**config.mk**
```make
export PLATFORM = sky130hd
export DESIGN_NAME = mls_ctrl
export DESIGN_NICKNAME = d
export VERILOG_FILES = /design/src/rtl/mls_pkg.sv /design/src/rtl/mls_ctrl.sv
export SDC_FILE = /design/constraint.sdc
export NUM_CORES = 1
export LEC_CHECK = 0
export ABC_AREA = 1
export BUFFER_PORTS_ARGS = -buffer_cell sky130_fd_sc_hd__buf_4
export CAP_MARGIN = 20
export CORE_MARGIN = 2
export CORE_UTILIZATION = 57
export CTS_BUF_LIST = sky130_fd_sc_hd__clkbuf_8
export CTS_CLUSTER_DIAMETER = 150
export DETAILED_ROUTE_END_ITERATION = 10
export GPL_ROUTABILITY_DRIVEN = 0
export HOLD_SLACK_MARGIN = 0.15
export PLACE_DENSITY = 0.86
export RECOVER_POWER = 25
export SYNTH_ARGS = -nofsm -noshare
export SYNTH_HDL_FRONTEND = slang
export SYNTH_SLANG_ARGS = --single-unit
```
**constraint.sdc**
```tcl
create_clock -name clk -period 3.41 [get_ports clk]
set_input_delay 0.682 -clock clk [delete_from_list [all_inputs] [get_ports clk]]
set_output_delay 0.682 -clock clk [all_outputs]
set_load 0.05 [all_outputs]
```
**src/rtl/mls_pkg.sv**
```systemverilog
`default_nettype none

package mls_pkg;

	// Integer width and store sizes.
	localparam int NUM_W       = 12;
	localparam int MAX_N       = 1 << NUM_W;
	localparam int PRIME_SLOTS = 1024;
	localparam int PIDX_W      = $clog2(PRIME_SLOTS);
	localparam int CNT_W       = PIDX_W + 1;
	localparam int PROD_W      = 2 * NUM_W;

	// Mobius codes as kept in the store; the bit patterns equal the 2-bit
	// two's complement values, so the store code is the reported value.
	localparam int MU_W = 2;
	localparam logic [MU_W-1:0] MU_ZERO = 2'b00;
	localparam logic [MU_W-1:0] MU_POS  = 2'b01;
	localparam logic [MU_W-1:0] MU_NEG  = 2'b11;

	// Remainder unit: quotient bits retired per cycle.
	localparam int DIV_STEP   = 2;
	localparam int DIV_CYCLES = NUM_W / DIV_STEP;
	localparam int DIV_CNT_W  = $clog2(DIV_CYCLES + 1);

	typedef struct packed {
		logic clr_step;   // clear one composite mark, advance the sweep
		logic start_one;  // start a new run at integer 1
		logic adv;        // take the next integer and sieve it
		logic rep;        // repeat the current integer
		logic chk;        // look at the marks of the integer, record a prime
		logic p_rd;       // read the prime at the walk index
		logic p_mul;      // form p*i and start the remainder unit
		logic p_wr;       // mark p*i and write its Mobius value
		logic out_load;   // move the finished result to the output register
	} cmd_t;

	typedef struct packed {
		logic clr_last;
		logic cur_zero;
		logic cur_lt_lim;
		logic clean;
		logic adv;
		logic j_end;
		logic prod_gt;
		logic div_busy;
		logic rem_zero;
		logic out_free;
	} sts_t;

endpackage

`default_nettype wire

```
**src/rtl/mls_ctrl.sv**
```systemverilog
`default_nettype none

module mls_ctrl
	import mls_pkg::*;
(
	input  wire   clk,
	input  wire   arst_n,
	input  wire   in_valid,
	input  wire   restart,
	output logic  in_stall,
	input  sts_t  sts,
	output cmd_t  cmd
);

	typedef enum logic [10:0] {
		S_INIT  = 11'b000_0000_0001,
		S_IDLE  = 11'b000_0000_0010,
		S_CLEAR = 11'b000_0000_0100,
		S_ONE   = 11'b000_0000_1000,
		S_READ  = 11'b000_0001_0000,
		S_CHK   = 11'b000_0010_0000,
		S_PREAD = 11'b000_0100_0000,
		S_PMUL  = 11'b000_1000_0000,
		S_PCMP  = 11'b001_0000_0000,
		S_DWAIT = 11'b010_0000_0000,
		S_DONE  = 11'b100_0000_0000
	} state_t;

	state_t state_q;
	state_t state_nxt;

	always_comb begin
		state_nxt = state_q;
		cmd       = '0;
		unique case (state_q)
			S_INIT: begin
				cmd.clr_step = 1'b1;
				if (sts.clr_last) begin
					state_nxt = S_IDLE;
				end
			end
			S_IDLE: begin
				if (in_valid) begin
					if (restart || sts.cur_zero) begin
						state_nxt = sts.clean ? S_ONE : S_CLEAR;
					end else if (sts.cur_lt_lim) begin
						cmd.adv   = 1'b1;
						state_nxt = S_READ;
					end else begin
						cmd.rep   = 1'b1;
						state_nxt = S_READ;
					end
				end
			end
			S_CLEAR: begin
				cmd.clr_step = 1'b1;
				if (sts.clr_last) begin
					state_nxt = S_ONE;
				end
			end
			S_ONE: begin
				cmd.start_one = 1'b1;
				state_nxt     = S_DONE;
			end
			S_READ: begin
				state_nxt = S_CHK;
			end
			S_CHK: begin
				cmd.chk   = 1'b1;
				state_nxt = sts.adv ? S_PREAD : S_DONE;
			end
			S_PREAD: begin
				if (sts.j_end) begin
					state_nxt = S_DONE;
				end else begin
					cmd.p_rd  = 1'b1;
					state_nxt = S_PMUL;
				end
			end
			S_PMUL: begin
				cmd.p_mul = 1'b1;
				state_nxt = S_PCMP;
			end
			S_PCMP: begin
				state_nxt = sts.prod_gt ? S_DONE : S_DWAIT;
			end
			S_DWAIT: begin
				if (!sts.div_busy) begin
					cmd.p_wr  = 1'b1;
					state_nxt = sts.rem_zero ? S_DONE : S_PREAD;
				end
			end
			S_DONE: begin
				if (sts.out_free) begin
					cmd.out_load = 1'b1;
					state_nxt    = S_IDLE;
				end
			end
			default: begin
				state_nxt = S_INIT;
			end
		endcase
	end

	always_ff @(posedge clk or negedge arst_n) begin
		if (!arst_n) begin
			state_q <= S_INIT;
		end else begin
			state_q <= state_nxt;
		end
	end

	assign in_stall = (state_q != S_IDLE);

endmodule

`default_nettype wire

```
After elaboration in Yosys (flattened, before gate mapping). Index checks and enable logic that the tools add are counted.

Register bits after elaboration: 11. Input bits: 14. Output and inout port bits: 10. Word-level logic and storage cells: 48.

Equality and inequality tests: 17. Multiplexer cells: 27. Reductions and logical operators: 3.

Operator list (count): $pmux 11 s11 (1); $mux 11 (9); $mux 1 (12); $eq 11x1->1 const B (1); $eq 11x10->1 const B (1); $eq 11x11->1 const B (1); $eq 11x2->1 const B (1); $eq 11x3->1 const B (1); $eq 11x4->1 const B (1); $eq 11x5->1 const B (1); $eq 11x6->1 const B (1); $eq 11x7->1 const B (1); $eq 11x8->1 const B (1); $eq 11x9->1 const B (1); $ne 11x2->1 const B (1); $ne 2x2->1 const B (5); $mux 2 (3); $mux 5 (1); $reduce_and 5->1 (1); $mux 4 (1); $reduce_or 2->1 (1); $logic_or 1x1->1 (1).

Longest topological paths before layout.
Depth in word-level cells: 4. Gate-level depth with buffers: 9.

Least setup slack after synthesis. No wires, ideal clock.

Kind: reg2out. Start: register state_q[7]. End: output cmd[5] (netlist bit). Arrival: 1849 ps. Required time: 2728 ps. Path slack: 879 ps. Cell stages (with the launch flop): 8. Cell sequence: dfrtp_1 -> nor2_2 -> nand2_4 -> nor2_8 -> nand2_2 -> inv_1 -> nand3_1 -> nor2_1.

RTL lines: start: declaration (RTL line mls_ctrl.sv:29) `state_t state_q;`; start signal: assignment (RTL line mls_ctrl.sv:109) `state_q <= state_nxt;`; end: declaration (RTL line mls_ctrl.sv:12) `output cmd_t cmd`.

==> run summary <==
Clk sinks: 11
Via count: 857
CTS tree: done
Worst Hold Class: in -> async
Startpoint type of the worst setup path: flop
MaxCap Viol Count: 0
Max Clk Rate: 0.429 GHz
Least-Margin Pin Slew: 644 ps
Per-cell routed wire length: 11.2 um
Core area: 1450 sq um
Die Span X: 42.9 um
H-tree Lvls: 1
Mapped cell area: 862 sq um
Boundary Pins: 24
Antenna-violating nets left: 0
Final Hold Viols: 0
Share of cells above drive strength 1: 30.5%
Drt pass-1 iters: 4
Skew-Pair Late Insertion Delay: 240 ps
Arrival @ worst endpoint: 1650 ps
Synth async-reset ratio: 100%
Setup TNS: 0 ps
Final min period: 2330 ps
Row count: 14
DR iter-0 viols: 14
P_sw: 273 uW
Unique masters post-synth: 20
Gate power share: 51.8%
Tot GR Track Use: 23.7%
Syn avg cell area: 6.79 sq um
Peak supply drop: 0.000517 V
WP buf/inv: 2
Diode count: 0
Vias in the first global route: 749
I/O Buffers: 23
Switching share of power: 44.4%
Yosys reg bits: 11
Relative slew slack: 57.1%
Seq/Total Area, Yosys: 32.1%
Final Cycle Share: 68.4%
Yosys warns: 0
CTS clock-pin slew for the worst setup and hold paths: 50 ps
Clk buf depth: 2
DRC violations left: 0
Routed Wire Length: 1.90 mm
Cell taking the most area after synthesis: dfrtp_1
TritonCTS Buffers: 3
Root buffer cell: clkbuf_8
CP peak stage delay: 400 ps
Status: completed
Gr ovfl total: 0
Total power: 614 uW
Largest net degree at the start of global routing: 12
Count of final max-slew check failures: 0
Critical path type: reg -> out
Unrepaired setup endpoints after global routing: false
Critical path cell sequence: nor2_2 -> nand2_4 -> nor2_8 -> nand2_2 -> inv_1 -> nand3_1 -> nor2_1 -> buf_4
# resized after CTS: 0
Static Leak: 0.656 nW
Part of the power in the clock network: 21.7%
Max reg flops: 11
# nets final: 169
Pwr Density: 560 nW/um^2
Starting Density: 59.3%
Leading post-synthesis cells by cell area: dfrtp_1 (29%), nand2_1 (13%), inv_1 (11%), nor2_1 (8.3%), nand3_1 (6.4%)
First-pass GRT wire length: 3.17 mm
EDFF count, synth: 0
Main synth FF type: dfrtp_1
CTS Hold Buffers Added: 0
Area Growth Syn to Fin: 27.1%
Detailed placement HPWL: 1.54 mm
Chip height: 42.9 um
Biggest regs: state_q (11)
Post-synthesis cell count: 127
CP endpoint kind: output port
Syn nets: 141
Cell internal pwr: 341 uW
Vias per Instance: 5.04
Crit path max-delay family: simple AND/OR/NAND/NOR gates
Critical path required time: 2730 ps
Post-CTS Setup Repair Bufs: 0
Critical path fanouts, max: 5
Final setup viols: 0
Largest reg by FF count: state_q
Area share of the largest cell type after synthesis: 29.0%
Worst path slowest cell: dfrtp_1
Flop pwr share: 26.5%
Max Clock Skew: 4.03 ps
Initial antenna violation count: 0
Die ar.: 1840 sq um
-- worst reg2reg max path, cell delays in order, from the launching register on --
cell and delay [ps]:
dfstp_2 550, nor2_2 60, nand2_4 110, nor2_8 60, nand3_1 80, nand3_1 90, nor2_2 250, nand2_2 90
nor2_1 120
-- final timing paths --
path | slack [ps] | start | endpoint | cells after the start
min in group clk | 570 | state_q[0] | state_q[0] | 2
max | 1080 | state_q[7] | cmd[6] | 8
min | 430 | arst_n | state_q[7] | 1
max reg2reg | 1920 | state_q[0] | state_q[3] | 8
max in group asynchronous | 2560 | arst_n | state_q[5] | 1
min reg2reg | 570 | state_q[0] | state_q[0] | 2
-- stage by stage --
| step | hold WS (ps) | setup WS (ps) | instance area [sq um] | util, % | instances |
|---|---|---|---|---|---|
| finish | 434 | 1080 | 1100 | 75.4 | 170 |
| global route | 501 | 941 | 1100 | 75.4 | 170 |
| CTS | 268 | 1070 | 1100 | 75.6 | 170 |
| detailed placement | 527 | 1320 | 1050 | 72.5 | 166 |
| global placement | 523 | 1380 | 1050 | 72.5 | 166 |
| floorplan | 386 | 879 | 862 | - | 127 |
-- layout by cell type, fill, tap and decap left out --
cell	synthesis	layout
inv_2	1	1
inv_1	25	26
nand3_4	1	1
o22ai_1	1	1
nor2_1	19	19
clkbuf_8	0	3
dfstp_2	1	1
dfrtp_1	10	10
nand2_1	29	29
nor3_1	4	4
o41ai_1	1	1
nand3_1	11	11
a21oi_2	1	1
and3_1	1	1
nor2_4	2	2
buf_4	0	22
nor2_8	2	2
o21ai_0	3	3
nand2_2	5	5
nor2_2	6	6
o21ai_1	1	1
clkbuf_1	0	1
nand2_4	3	3
-- cells in the mapped netlist (2+ instances only) --
library cell  count
nand3_1          11
dfrtp_1          10
nor3_1            4
nand2_4           3
nor2_1           19
nand2_2           5
inv_1            25
nor2_4            2
nor2_8            2
nor2_2            6
o21ai_0           3
nand2_1          29
-- final cells by class --
class / count / area [sq um]
inverter: 26 / 97.6
clock inverter: 1 / 3.75
fill: 107 / 358
clock buffer: 3 / 41.3
timing repair buffer: 23 / 169
sequential: 11 / 277
tap: 16 / 20.0
multi-input combinational: 90 / 488
-- per-layer routing --
layer  GRT usage (%)  vias up  share of wire (%)
li1                -      441                  -
met1            29.7      378                 44
met2            39.4       33                 48
met3            2.55        5                5.6
met4            13.1        0                3.0
met5               0        -                  0
-- kinds of logic after synthesis --
kind of cell / Yosys count / share of synthesized area [%]
AOI/OAI and AO/OA: 7 / 5.08
DFF: 11 / 32.1
and+or+nand+nor: 83 / 51.5
buffers and inverters: 26 / 11.3
-- power groups by stage --
| stage | sequential, mW | clock [mW] | combinational [mW] |
|---|---|---|---|
| after global placement | 0.164 | 0 | 0.314 |
| after floorplan | 0.162 | 0 | 0.249 |
| after global routing | 0.165 | 0.138 | 0.345 |
| after detailed placement | 0.165 | 0 | 0.315 |
| final | 0.163 | 0.133 | 0.318 |
| after CTS | 0.163 | 0.134 | 0.319 |
No activity file was read; power rests on OpenSTA's default activity.
